`config.mk`:
```
export PLATFORM = sky130hd
export DESIGN_NAME = linked_free_page_allocator
export DESIGN_NICKNAME = d
export VERILOG_FILES = /design/src/hw/rtl/lfpa_pkg.sv /design/src/hw/rtl/lfpa_link_table.sv /design/src/hw/rtl/lfpa_datapath.sv /design/src/hw/rtl/lfpa_ctrl.sv /design/src/hw/rtl/linked_free_page_allocator.sv
export SDC_FILE = /design/constraint.sdc
export NUM_CORES = 1
export LEC_CHECK = 0
export BUFFER_PORTS_ARGS = -buffer_cell sky130_fd_sc_hd__buf_2
export CAP_MARGIN = 15
export CELL_PAD_IN_SITES_DETAIL_PLACEMENT = 0
export CELL_PAD_IN_SITES_GLOBAL_PLACEMENT = 1
export CORE_UTILIZATION = 54
export DETAILED_ROUTE_END_ITERATION = 7
export PLACE_DENSITY = 0.78
export SLEW_MARGIN = 5
export SYNTH_ARGS = -nofsm -noshare
export SYNTH_HDL_FRONTEND = slang
export SYNTH_HIERARCHICAL = 1
export SYNTH_SLANG_ARGS = --single-unit
```
`constraint.sdc`:
```
create_clock -name clock -period 4.9 [get_ports clock]
set_input_delay 0.98 -clock clock [delete_from_list [all_inputs] [get_ports clock]]
set_output_delay 0.98 -clock clock [all_outputs]
set_load 0.005 [all_outputs]
```
`src/hw/rtl/lfpa_pkg.sv`:
```
// Shared constants, types and helpers for the linked free page allocator.
package lfpa_pkg;

   // Width of a frame index field; values at or above the frame count mean null.
   localparam int FIELD_W = 7;
   // Width of a physical frame address.
   localparam int ADDR_W = 27;
   // The link table always has this many entries, whatever the frame count.
   localparam int TABLE_DEPTH = 64;
   localparam int IDX_W = $clog2(TABLE_DEPTH);

   // Defaults for the top-level parameters.
   localparam int FRAME_COUNT_DEFAULT = 64;
   localparam int PAGE_SHIFT_DEFAULT = 21;

   // The null frame marker.
   localparam logic [FIELD_W-1:0] NULL_FRAME = 7'd64;

   // Result status codes.
   localparam logic [1:0] STATUS_GRANT   = 2'd0;
   localparam logic [1:0] STATUS_REFUSED = 2'd1;
   localparam logic [1:0] STATUS_FREED   = 2'd2;

   // Operation codes.
   localparam logic OP_ALLOC = 1'b0;
   localparam logic OP_FREE  = 1'b1;

   // Commands from the controller to the datapath.
   typedef struct packed {
      logic load;          // capture the request word
      logic rd_en;         // read the link of the current or walked frame
      logic alloc_step;    // grant the current frame and advance
      logic alloc_finish;  // cut the granted chain and move the free head
      logic walk_step;     // follow one link of the chain being freed
      logic free_splice;   // join the freed chain to the free list
      logic emit_refuse;   // report a refused allocation
      logic emit_free;     // report a free of a null chain
   } lfpa_cmd_type;

   // Status from the datapath to the controller.
   typedef struct packed {
      logic op_free;
      logic count_zero;
      logic list_empty;
      logic chain_null;
      logic alloc_last;
      logic walk_end;
   } lfpa_status_type;

   // A value names a real frame only when it lies below the frame count.
   function automatic logic is_frame(input logic [FIELD_W-1:0] value,
                                     input logic [FIELD_W-1:0] limit);
      return value < limit;
   endfunction

endpackage

```
`src/hw/rtl/lfpa_link_table.sv`:
```
// Next-link table: one link per frame, with per-entry valid bits standing in for reset values.
module lfpa_link_table #(
   parameter int FRAME_COUNT = lfpa_pkg::FRAME_COUNT_DEFAULT
) (
   input  logic                          clock,
   input  logic                          reset,
   input  logic                          rd_en,
   input  logic [lfpa_pkg::IDX_W-1:0]    rd_addr,
   input  logic                          wr_en,
   input  logic [lfpa_pkg::IDX_W-1:0]    wr_addr,
   input  logic [lfpa_pkg::FIELD_W-1:0]  wr_data,
   output logic [lfpa_pkg::FIELD_W-1:0]  rd_data
);

   logic [lfpa_pkg::FIELD_W-1:0] mem [lfpa_pkg::TABLE_DEPTH];
   logic [lfpa_pkg::TABLE_DEPTH-1:0] valid_ff;
   logic [lfpa_pkg::FIELD_W-1:0] rd_data_ff;
   logic [lfpa_pkg::IDX_W-1:0]   rd_addr_ff;
   logic                         rd_valid_ff;
   logic [lfpa_pkg::FIELD_W-1:0] reset_link;

   // Memory write and registered read.
   always_ff @(posedge clock) begin
      if (wr_en) begin
         mem[wr_addr] <= wr_data;
      end
      if (rd_en) begin
         rd_data_ff <= mem[rd_addr];
         rd_addr_ff <= rd_addr;
      end
   end

   // Valid bits: an entry becomes valid once written; reset clears them all at once.
   always_ff @(posedge clock) begin
      if (reset) begin
         valid_ff    <= '0;
         rd_valid_ff <= 1'b0;
      end else begin
         if (wr_en) begin
            valid_ff[wr_addr] <= 1'b1;
         end
         if (rd_en) begin
            rd_valid_ff <= valid_ff[rd_addr];
         end
      end
   end

   // An unwritten entry links to the next frame, and the final frame links to null.
   always_comb begin
      if (rd_addr_ff < lfpa_pkg::IDX_W'(FRAME_COUNT - 1)) begin
         reset_link = lfpa_pkg::FIELD_W'(rd_addr_ff) + 1'b1;
      end else begin
         reset_link = lfpa_pkg::NULL_FRAME;
      end
      rd_data = rd_valid_ff ? rd_data_ff : reset_link;
   end

endmodule

```
`src/hw/rtl/lfpa_datapath.sv`:
```
// Datapath: request registers, free head, walk registers, link table and result word.
module lfpa_datapath #(
   parameter int FRAME_COUNT = lfpa_pkg::FRAME_COUNT_DEFAULT,
   parameter int PAGE_SHIFT  = lfpa_pkg::PAGE_SHIFT_DEFAULT
) (
   input  logic                          clock,
   input  logic                          reset,
   input  lfpa_pkg::lfpa_cmd_type        cmd,
   output lfpa_pkg::lfpa_status_type     status,
   input  logic                          req_operation,
   input  logic [lfpa_pkg::FIELD_W-1:0]  req_page_count,
   input  logic [lfpa_pkg::FIELD_W-1:0]  req_chain_head,
   output logic                          rsp_valid,
   output logic [lfpa_pkg::FIELD_W-1:0]  rsp_frame_index,
   output logic [lfpa_pkg::ADDR_W-1:0]   rsp_frame_address,
   output logic [1:0]                    rsp_status,
   output logic                          rsp_last
);

   localparam logic [lfpa_pkg::FIELD_W-1:0] LIMIT = lfpa_pkg::FIELD_W'(FRAME_COUNT);
   localparam logic [lfpa_pkg::IDX_W-1:0] MAX_STEPS = lfpa_pkg::IDX_W'(FRAME_COUNT - 1);

   logic                           op_ff;
   logic [lfpa_pkg::FIELD_W-1:0]   count_ff;
   logic [lfpa_pkg::FIELD_W-1:0]   head_ff;
   logic [lfpa_pkg::FIELD_W-1:0]   cur_ff, cur_in;
   logic [lfpa_pkg::FIELD_W-1:0]   n_ff, n_in;
   logic [lfpa_pkg::IDX_W-1:0]     walk_ff, walk_in;
   logic [lfpa_pkg::IDX_W-1:0]     steps_ff, steps_in;
   logic [lfpa_pkg::FIELD_W-1:0]   free_head_ff, free_head_in;
   logic [lfpa_pkg::FIELD_W-1:0]   nxt;
   logic [lfpa_pkg::FIELD_W-1:0]   n_plus;
   logic                           tbl_wr_en;
   logic [lfpa_pkg::IDX_W-1:0]     tbl_wr_addr;
   logic [lfpa_pkg::FIELD_W-1:0]   tbl_wr_data;
   logic [lfpa_pkg::IDX_W-1:0]     tbl_rd_addr;

   logic                           rsp_valid_ff, rsp_valid_in;
   logic [lfpa_pkg::FIELD_W-1:0]   rsp_index_ff, rsp_index_in;
   logic [lfpa_pkg::ADDR_W-1:0]    rsp_addr_ff, rsp_addr_in;
   logic [1:0]                     rsp_status_ff, rsp_status_in;
   logic                           rsp_last_ff, rsp_last_in;

   // Link table; an allocate reads the current frame, a free reads the walk position.
   assign tbl_rd_addr = (op_ff == lfpa_pkg::OP_FREE) ? walk_ff
                                                      : cur_ff[lfpa_pkg::IDX_W-1:0];
   assign tbl_wr_en   = cmd.alloc_finish | cmd.free_splice;
   assign tbl_wr_addr = cmd.free_splice ? walk_ff : cur_ff[lfpa_pkg::IDX_W-1:0];
   assign tbl_wr_data = cmd.free_splice
      ? (lfpa_pkg::is_frame(free_head_ff, LIMIT) ? free_head_ff : lfpa_pkg::NULL_FRAME)
      : lfpa_pkg::NULL_FRAME;

   lfpa_link_table #(
      .FRAME_COUNT (FRAME_COUNT)
   ) u_link_table (
      .clock   (clock),
      .reset   (reset),
      .rd_en   (cmd.rd_en),
      .rd_addr (tbl_rd_addr),
      .wr_en   (tbl_wr_en),
      .wr_addr (tbl_wr_addr),
      .wr_data (tbl_wr_data),
      .rd_data (nxt)
   );

   // Status for the controller.
   assign n_plus = n_ff + 1'b1;
   always_comb begin
      status.op_free    = (op_ff == lfpa_pkg::OP_FREE);
      status.count_zero = (count_ff == '0);
      status.list_empty = !lfpa_pkg::is_frame(free_head_ff, LIMIT);
      status.chain_null = !lfpa_pkg::is_frame(head_ff, LIMIT);
      status.alloc_last = (n_plus >= count_ff) || (n_plus >= LIMIT)
                          || !lfpa_pkg::is_frame(nxt, LIMIT);
      status.walk_end   = (steps_ff >= MAX_STEPS) || !lfpa_pkg::is_frame(nxt, LIMIT);
   end

   // Request capture and walk registers.
   always_ff @(posedge clock) begin
      if (cmd.load) begin
         op_ff    <= req_operation;
         count_ff <= req_page_count;
         head_ff  <= req_chain_head;
      end
      cur_ff   <= cur_in;
      n_ff     <= n_in;
      walk_ff  <= walk_in;
      steps_ff <= steps_in;
   end

   always_comb begin
      cur_in   = cur_ff;
      n_in     = n_ff;
      walk_in  = walk_ff;
      steps_in = steps_ff;
      if (cmd.load) begin
         cur_in   = free_head_ff;
         n_in     = '0;
         walk_in  = req_chain_head[lfpa_pkg::IDX_W-1:0];
         steps_in = '0;
      end
      if (cmd.alloc_step) begin
         cur_in = nxt;
         n_in   = n_plus;
      end
      if (cmd.walk_step) begin
         walk_in  = nxt[lfpa_pkg::IDX_W-1:0];
         steps_in = steps_ff + 1'b1;
      end
   end

   // Free list head: moves past the granted frames, or onto a freed chain.
   always_comb begin
      free_head_in = free_head_ff;
      if (cmd.alloc_finish) begin
         free_head_in = lfpa_pkg::is_frame(nxt, LIMIT) ? nxt : lfpa_pkg::NULL_FRAME;
      end else if (cmd.free_splice) begin
         free_head_in = head_ff;
      end
   end

   always_ff @(posedge clock) begin
      if (reset) begin
         free_head_ff <= '0;
      end else begin
         free_head_ff <= free_head_in;
      end
   end

   // Result word, held for exactly one cycle.
   always_comb begin
      rsp_valid_in  = cmd.alloc_step | cmd.emit_refuse | cmd.emit_free | cmd.free_splice;
      rsp_index_in  = lfpa_pkg::NULL_FRAME;
      rsp_addr_in   = '0;
      rsp_status_in = lfpa_pkg::STATUS_FREED;
      rsp_last_in   = 1'b1;
      if (cmd.alloc_step) begin
         rsp_index_in  = cur_ff;
         rsp_addr_in   = lfpa_pkg::ADDR_W'(cur_ff) << PAGE_SHIFT;
         rsp_status_in = lfpa_pkg::STATUS_GRANT;
         rsp_last_in   = status.alloc_last;
      end else if (cmd.emit_refuse) begin
         rsp_status_in = lfpa_pkg::STATUS_REFUSED;
      end
   end

   always_ff @(posedge clock) begin
      if (reset) begin
         rsp_valid_ff <= 1'b0;
      end else begin
         rsp_valid_ff <= rsp_valid_in;
      end
      rsp_index_ff  <= rsp_index_in;
      rsp_addr_ff   <= rsp_addr_in;
      rsp_status_ff <= rsp_status_in;
      rsp_last_ff   <= rsp_last_in;
   end

   assign rsp_valid         = rsp_valid_ff;
   assign rsp_frame_index   = rsp_index_ff;
   assign rsp_frame_address = rsp_addr_ff;
   assign rsp_status        = rsp_status_ff;
   assign rsp_last          = rsp_last_ff;

endmodule

```
`src/hw/rtl/lfpa_ctrl.sv`:
```
// Controller state machine: sequences request capture, grant steps and chain walks.
module lfpa_ctrl (
   input  logic                       clock,
   input  logic                       reset,
   input  logic                       start,
   output logic                       busy,
   input  lfpa_pkg::lfpa_status_type  status,
   output lfpa_pkg::lfpa_cmd_type     cmd
);

   typedef enum logic [5:0] {
      ST_IDLE       = 6'b000001,
      ST_CHECK      = 6'b000010,
      ST_ALLOC_READ = 6'b000100,
      ST_ALLOC_EMIT = 6'b001000,
      ST_FREE_READ  = 6'b010000,
      ST_FREE_STEP  = 6'b100000
   } state_type;

   state_type state_ff, state_in;

   // State register.
   always_ff @(posedge clock) begin
      if (reset) begin
         state_ff <= ST_IDLE;
      end else begin
         state_ff <= state_in;
      end
   end

   assign busy = (state_ff != ST_IDLE);

   // Next state and commands.
   always_comb begin
      state_in = state_ff;
      cmd      = '0;
      unique case (state_ff)
         ST_IDLE: begin
            if (start) begin
               cmd.load = 1'b1;
               state_in = ST_CHECK;
            end
         end
         ST_CHECK: begin
            if (!status.op_free) begin
               if (status.count_zero || status.list_empty) begin
                  cmd.emit_refuse = 1'b1;
                  state_in        = ST_IDLE;
               end else begin
                  state_in = ST_ALLOC_READ;
               end
            end else begin
               if (status.chain_null) begin
                  cmd.emit_free = 1'b1;
                  state_in      = ST_IDLE;
               end else begin
                  state_in = ST_FREE_READ;
               end
            end
         end
         ST_ALLOC_READ: begin
            cmd.rd_en = 1'b1;
            state_in  = ST_ALLOC_EMIT;
         end
         ST_ALLOC_EMIT: begin
            cmd.alloc_step = 1'b1;
            if (status.alloc_last) begin
               cmd.alloc_finish = 1'b1;
               state_in         = ST_IDLE;
            end else begin
               state_in = ST_ALLOC_READ;
            end
         end
         ST_FREE_READ: begin
            cmd.rd_en = 1'b1;
            state_in  = ST_FREE_STEP;
         end
         ST_FREE_STEP: begin
            if (status.walk_end) begin
               cmd.free_splice = 1'b1;
               state_in        = ST_IDLE;
            end else begin
               cmd.walk_step = 1'b1;
               state_in      = ST_FREE_READ;
            end
         end
         default: begin
            state_in = ST_IDLE;
         end
      endcase
   end

endmodule

```
`src/hw/rtl/linked_free_page_allocator.sv`:
```
// A refused allocate or a null free gives its single word from the check state, registered.
// An allocate alternates a link read and a grant, one frame per grant, until the last frame.
// A free alternates a link read and a walk step, and gives its word when it splices the chain.
// Rate is set by the single read port of the link table: one table read per frame or link.
// Reset clears the controller, sets the free head to frame 0 and clears the table valid bits,
// so the default links hold at once; there is no clearing pass. Results cannot be stalled.
module linked_free_page_allocator #(
   parameter int FRAME_COUNT = lfpa_pkg::FRAME_COUNT_DEFAULT,
   parameter int PAGE_SHIFT  = lfpa_pkg::PAGE_SHIFT_DEFAULT
) (
   input  logic                          clock,
   input  logic                          reset,
   input  logic                          start,
   output logic                          busy,
   input  logic                          req_operation,
   input  logic [lfpa_pkg::FIELD_W-1:0]  req_page_count,
   input  logic [lfpa_pkg::FIELD_W-1:0]  req_chain_head,
   output logic                          rsp_valid,
   output logic [lfpa_pkg::FIELD_W-1:0]  rsp_frame_index,
   output logic [lfpa_pkg::ADDR_W-1:0]   rsp_frame_address,
   output logic [1:0]                    rsp_status,
   output logic                          rsp_last
);

   lfpa_pkg::lfpa_cmd_type    cmd;
   lfpa_pkg::lfpa_status_type status;

   // Controller.
   lfpa_ctrl u_ctrl (
      .clock  (clock),
      .reset  (reset),
      .start  (start),
      .busy   (busy),
      .status (status),
      .cmd    (cmd)
   );

   // Datapath.
   lfpa_datapath #(
      .FRAME_COUNT (FRAME_COUNT),
      .PAGE_SHIFT  (PAGE_SHIFT)
   ) u_datapath (
      .clock             (clock),
      .reset             (reset),
      .cmd               (cmd),
      .status            (status),
      .req_operation     (req_operation),
      .req_page_count    (req_page_count),
      .req_chain_head    (req_chain_head),
      .rsp_valid         (rsp_valid),
      .rsp_frame_index   (rsp_frame_index),
      .rsp_frame_address (rsp_frame_address),
      .rsp_status        (rsp_status),
      .rsp_last          (rsp_last)
   );

   // A word only ever follows a cycle in which a request was in progress.
   a_rsp_after_busy: assert property (@(posedge clock) disable iff (reset)
      rsp_valid |-> $past(busy))
      else $error("result word without a request in progress");

   // A taken request keeps the block busy in the next cycle.
   a_start_sets_busy: assert property (@(posedge clock) disable iff (reset)
      (start && !busy) |=> busy)
      else $error("request taken but block not busy");

   // Refusals and free reports are single words.
   a_single_word: assert property (@(posedge clock) disable iff (reset)
      (rsp_valid && rsp_status != lfpa_pkg::STATUS_GRANT) |-> rsp_last)
      else $error("refusal or free report not marked last");

   // A granted frame is always a real frame.
   a_grant_is_frame: assert property (@(posedge clock) disable iff (reset)
      (rsp_valid && rsp_status == lfpa_pkg::STATUS_GRANT)
         |-> (rsp_frame_index < lfpa_pkg::FIELD_W'(FRAME_COUNT)))
      else $error("granted frame index out of range");

endmodule
```
== Word level (Yosys, flattened, before mapping) ==
Memories as Yosys holds them, arrays and structs flattened. A register that Yosys moved wholly into a read port is not among the register bits.
Cells that the tools add are included.

* Bits in registers: 163
* Memory bits (writable): 448
* Input bits: 18
* Output and inout bits: 39
* Logic and storage cells: 101
* Memories: 1

* $add $sub $neg: 3
* $lt $le $gt $ge: 10
* Equal/unequal tests: 8
* Multiplexer cells: 44
* Bitwise operators: 5
* Reduce and logical (&&, ||, !) cells: 12

{| class="wikitable"
|+ Memory list
! memory !! depth !! bits a word !! read ports !! clocked after memory_dff !! write ports !! line !! RTL
|-
| u_datapath.u_link_table.mem || 64 || 7 || 1 || 1 || 1 || lfpa_link_table.sv:15 || <nowiki>logic [lfpa_pkg::FIELD_W-1:0] mem [lfpa_pkg::TABLE_DEPTH];</nowiki>
|}

{| class="wikitable"
|+ Operators with widths
! operator !! number
|-
| $mux W7 || 11
|-
| $or A64 B64 Y64 || 1
|-
| $mux W6 || 7
|-
| $pmux W6 S6 || 1
|-
| $lt A7 B7 Y1 const B || 3
|-
| $mux W5 || 3
|-
| $lt A6 B7 Y1 const B || 2
|-
| $mux W1 || 14
|-
| $mux W2 || 4
|-
| $add A6 B1 Y7 const B || 1
|-
| $add A7 B1 Y7 const B || 1
|-
| $ge A7 B7 Y1 || 1
|-
| $ge A7 B7 Y1 const B || 1
|-
| $logic_not A7 Y1 || 1
|-
| $add A6 B1 Y6 const B || 1
|-
| $bmux W1 S6 || 1
|-
| $demux W1 S6 || 1
|-
| $eq A6 B1 Y1 const B || 1
|-
| $eq A6 B2 Y1 const B || 1
|-
| $eq A6 B3 Y1 const B || 1
|-
| $eq A6 B4 Y1 const B || 1
|-
| $eq A6 B5 Y1 const B || 1
|-
| $eq A6 B6 Y1 const B || 1
|-
| $ge A6 B1 Y1 const B || 1
|-
| other kinds (11) || 21
|}

== Depth between registers and ports, before layout ==
* Depth after elaboration: 14
* Depth in mapped cells: 18
* Gate-level depth less buffers: 17

== By module ==
The synthesis kept the hierarchy.

{| class="wikitable"
|+ Modules (own cells, without submodules)
! module !! instances !! cells each !! area each (um^2)
|-
| lfpa_link_table || 1 || 1028 || 20299.5
|-
| lfpa_datapath || 1 || 236 || 2895.3
|-
| lfpa_ctrl || 1 || 47 || 416.6
|}

== Worst setup path after synthesis ==
Ideal clock, no wire load.

* Kind: reg2reg
* Start: register u_datapath/n_ff[0] (netlist bit)
* End: memory u_datapath/u_link_table/mem[40][0] (netlist bit), enable pin
* Library setup time: 383 ps
* Arrival time: 3514 ps
* Required time: 4517 ps
* Slack: 1004 ps
* Cell stages (with the launch flop): 16
* Buffers on the path: 1
* Clock period less this slack: 3896 ps
* Path through: edfxtp_1 -> ha_1 -> nand3_2 -> nor2_1 -> xnor2_1 -> inv_1 -> ha_1 -> nand2_1 -> a211o_1 -> nand3_1 -> and3_1 -> buf_2 -> or2_2 -> nor2b_1 -> nand3_1 -> nor3_1

{| class="wikitable"
|+ RTL lines
! what !! line !! RTL
|-
| start, declared || lfpa_datapath.sv:27 || <nowiki>logic [lfpa_pkg::FIELD_W-1:0] n_ff, n_in;</nowiki>
|-
| start signal, assigned || lfpa_datapath.sv:86 || <nowiki>n_ff <= n_in;</nowiki>
|-
| end, declared || lfpa_link_table.sv:15 ||
|}

==> metrics.cfg <==
[drt]
drc_errors = 0
routed_wl_mm = 51.6
vias = 12200
viasPerCell = 5.94
wl_per_cell_um = 25.1
firstDrtPassIters = 5
drtIter0Drc = 1224
ant_nets = 0

[synth]
ys_types = 57
syn_inst = 1311
ys_seq_elements = 591
netlist_top_cells_count = edfxtp_1, nor2_1, mux4_2, dfxtp_1, mux2_2
yosysMostFrequentCell = edfxtp_1
synth_area_leaders = edfxtp_1, mux4_2, dfxtp_1, nor2_1, mux2_2
synth_area_um2 = 23600
syn-mean-instance-area_um2 = 18.0
yosys.area.top_type_share = 0.638
synth-edff-count = 502
yosysSeqAreaShare = 0.714
async_flop_share = 0
synth_flop_cell = edfxtp_1
synth_top_area_cell = edfxtp_1
yosys_warnings = 6

[setup_path]
path_cells = ha_1, nand3_2, nor2_1, xnor2_1, inv_1, ha_1, nand2_1, nor2_1, a2111oi_2, nand3_1, and3_1, or2_2, nor2b_1, nand2_1, nor2_1, buf_4, nor2_1, nor2_1
ff2ff_setup_slack_ns = 0.80
slowest_delay_ns = 0.46
crit_top_cell = nor2_1
regToRegEndpoint = u_datapath/u_link_table/valid_ff[60]$_SDFFE_PP0P_
crit_buf_inv = 2
r2r_start = u_datapath/n_ff[0]$_SDFFCE_PN0P_
worstPathArrival_ns = 4.59
crit_family = simple AND/OR/NAND/NOR gates
path_class = flip-flop to flip-flop
slowest_stage = edfxtp_1
cp-start-kind = flip-flop
end_kind = flip-flop
rr_worst_depth = 18
crit_fanout = 8
cp.required_ns = 5.40

[timing]
report.final.slew_viol_count = 0
hold_ws_ns = 0.436
final-setup-viol-count = 0
hold_viol_final = 0
fmax_mhz = 244
tightest_slew_ns = 1.09
rsz0062_at_grt = false
clock_skew_ns = 0.0159
finalCritPeriodShare = 0.836
fin_crit_ns = 4.10
worst_slew_margin_rel = 0.270
setup_tns_ns = 0

[power_and_ir_drop]
leakagePower_nw = 8.04
finalPower_w = 0.0103
p_per_area_nw_per_um2 = 386
peakVddDrop_v = 0.000240

[global_routing]
track_usage = 0.241
grt_max_degree = 65
use_met2 = 0.388
grt_pass1_vias = 12100
gr-usage-met3 = 0.0287
overflow = 0
grt_pass1_wl_mm = 77.5
grt_use_met1 = 0.348
grt_antenna_before_repair = 0
busiest_layer = met2

[cts]
clk_pin_slew_ns = 0.06
cts_root_buf = clkbuf_16
clock_latency_ns = 0.62
cts_buffer_depth = 3
htree_levels = 2
numCtsBuffers = 56
cts_post_setup_buffers_inserted = 0
hold_buffers = 0
cts-resized-gates = 0
cts_tree = yes
cts.sinks = 591

[final_layout]
nNetsFinal = 1450
final.fill_count = 3024
area_delta_synth_final_pct = 13.3
antenna_cells = 0
drive_above_1_share = 0.296

[floorplan]
ios = 57
dieArea_um2 = 44600
die_w_um = 211
dieHeight_um = 211
initial_utilization = 0.548
row_count = 76
coreArea_um2 = 43100

[hold_path]
hold_path_depth = 1
hold_path.class = flip-flop to flip-flop
min_from = u_datapath/cur_ff[6]$_DFFE_PP_
whs_endpoint = u_datapath/rsp_frame_index[6]$_SDFF_PN1_

[status]
outcome = complete, no violations

[placed_design]
gp_congestion = 0.846
portBuffers = 35
place_hpwl_mm = 32.7

[run]
drv_cap = 0

placed cells by master (no fill, tap or decap), types with 8 or more instances in the layout:
cell | Yosys | routed
a31oi_1 | 8 | 8
and2_1 | 22 | 16
buf_2 | 20 | 35
buf_4 | 36 | 87
clkbuf_1 | 26 | 9
clkbuf_16 | 0 | 56
clkinv_1 | 1 | 9
clkinv_2 | 0 | 9
conb_1 | 1 | 21
dfxtp_1 | 89 | 89
edfxtp_1 | 502 | 502
ha_1 | 10 | 10
inv_1 | 15 | 14
mux2_2 | 37 | 34
mux2i_1 | 9 | 9
mux4_2 | 156 | 156
nand2_1 | 24 | 24
nand2b_1 | 8 | 8
nand3_1 | 19 | 19
nor2_1 | 207 | 207
nor2b_1 | 15 | 15
nor3_1 | 8 | 8
o21ai_0 | 10 | 10
xnor2_1 | 9 | 9
worst reg2reg max path, delay by kind of cell (launching register included):
kind	cells	cell delay, ns
xor gates and xnor gates	1	0.27
and+or+nand+nor	12	2.07
adders and majority gates	2	0.57
DFF	1	0.46
AOI/OAI and AO/OA	1	0.33
buffers and inverters	2	0.29
flip-flops by register name, indices dropped and copies added (netlist names):
register	count
u_datapath/u_link_table/valid_ff	64
u_ctrl/state_ff	6
u_datapath/u_link_table/rd_addr_ff	6
u_datapath/walk_ff	6
u_datapath/op_ff	1
u_datapath/rsp_frame_index	7
u_datapath/count_ff	7
u_datapath/rsp_status	2
u_datapath/u_link_table/rd_valid_ff	1
u_datapath/cur_ff	7
u_datapath/steps_ff	6
u_datapath/rsp_last	1
u_datapath/free_head_ff	7
u_datapath/u_link_table/rd_data_ff	7
u_datapath/head_ff	7
u_datapath/n_ff	7
u_datapath/u_link_table/mem	448
u_datapath/rsp_valid	1
final cells by class:
| cell class | count | area [um2] | share of cell area |
|---|---|---|---|
| sequential | 591 | 16900 | 0.630 |
| timing repair buffer | 127 | 928 | 0.0347 |
| clock inverter | 32 | 358 | 0.0134 |
| multi-input combinational | 630 | 6280 | 0.235 |
| clock buffer | 72 | 1530 | 0.0573 |
| inverter | 16 | 60.1 | 0.00225 |
| tap | 585 | 732 | 0.0274 |
routing by layer:
metal | routed length [um] | up-vias | share of wire
li1 | - | 5281 | -
met1 | 21700 | 6381 | 0.42
met2 | 25500 | 470 | 0.49
met3 | 3340 | 66 | 0.065
met4 | 1100 | 0 | 0.021
met5 | 0 | - | 0
worst max path at each step:
stage | from | endpoint | slack, ns | cells after the start
final | u_datapath/n_ff[0]$_SDFFCE_PN0P_ | u_datapath/u_link_table/valid_ff[60]$_SDFFE_PP0P_ | 0.80 | 18
after global routing | u_datapath/n_ff[0]$_SDFFCE_PN0P_ | u_datapath/u_link_table/mem[37][3]$_DFFE_PP_ | 0.51 | 15
after CTS | u_datapath/n_ff[0]$_SDFFCE_PN0P_ | u_datapath/u_link_table/valid_ff[60]$_SDFFE_PP0P_ | 0.84 | 18
after detailed placement | u_datapath/n_ff[0]$_SDFFCE_PN0P_ | u_datapath/u_link_table/valid_ff[60]$_SDFFE_PP0P_ | 0.87 | 18
after global placement | u_datapath/n_ff[0]$_SDFFCE_PN0P_ | u_datapath/u_link_table/valid_ff[4]$_SDFFE_PP0P_ | 0.95 | 18
after floorplan | u_datapath/n_ff[0]$_SDFFCE_PN0P_ | u_datapath/u_link_table/mem[40][0]$_DFFE_PP_ | 1.00 | 15
power breakdown:
part	leakage [nW]	total, W	internal, W	switching [W]
Sequential	4.62	0.00544	0.00542	0.0000246
Clock	0.918	0.00441	0.00257	0.00183
Combinational	2.50	0.000463	0.000182	0.000281
Total	8.04	0.0103	0.00817	0.00214
kinds of logic (layout without fill, tap and decap cells):
logic type,count (synthesis),count (layout),share of synthesized area
other,1,21,0.000159
flip-flops,591,591,0.714
XOR/XNOR,15,15,0.00556
AND/OR/NAND/NOR,337,337,0.0661
multiplexers,202,202,0.170
buffers and inverters,110,247,0.0250
AO/OA/AOI/OAI,45,45,0.0137
adder cells (fa/ha/maj),10,10,0.00530
per-stage QoR:
stage | utilization | cells | setup WS, ns | cell area [um2]
after detailed placement | 0.577 | 1949 | 0.868 | 24900
after global routing | 0.621 | 2053 | 0.514 | 26700
after floorplan | - | 1331 | 1.00 | 23700
after global placement | 0.577 | 1949 | 0.950 | 24900
final | 0.621 | 2053 | 0.802 | 26700
after CTS | 0.621 | 2053 | 0.838 | 26700
Note: power is estimated with default switching activity, not from simulation.
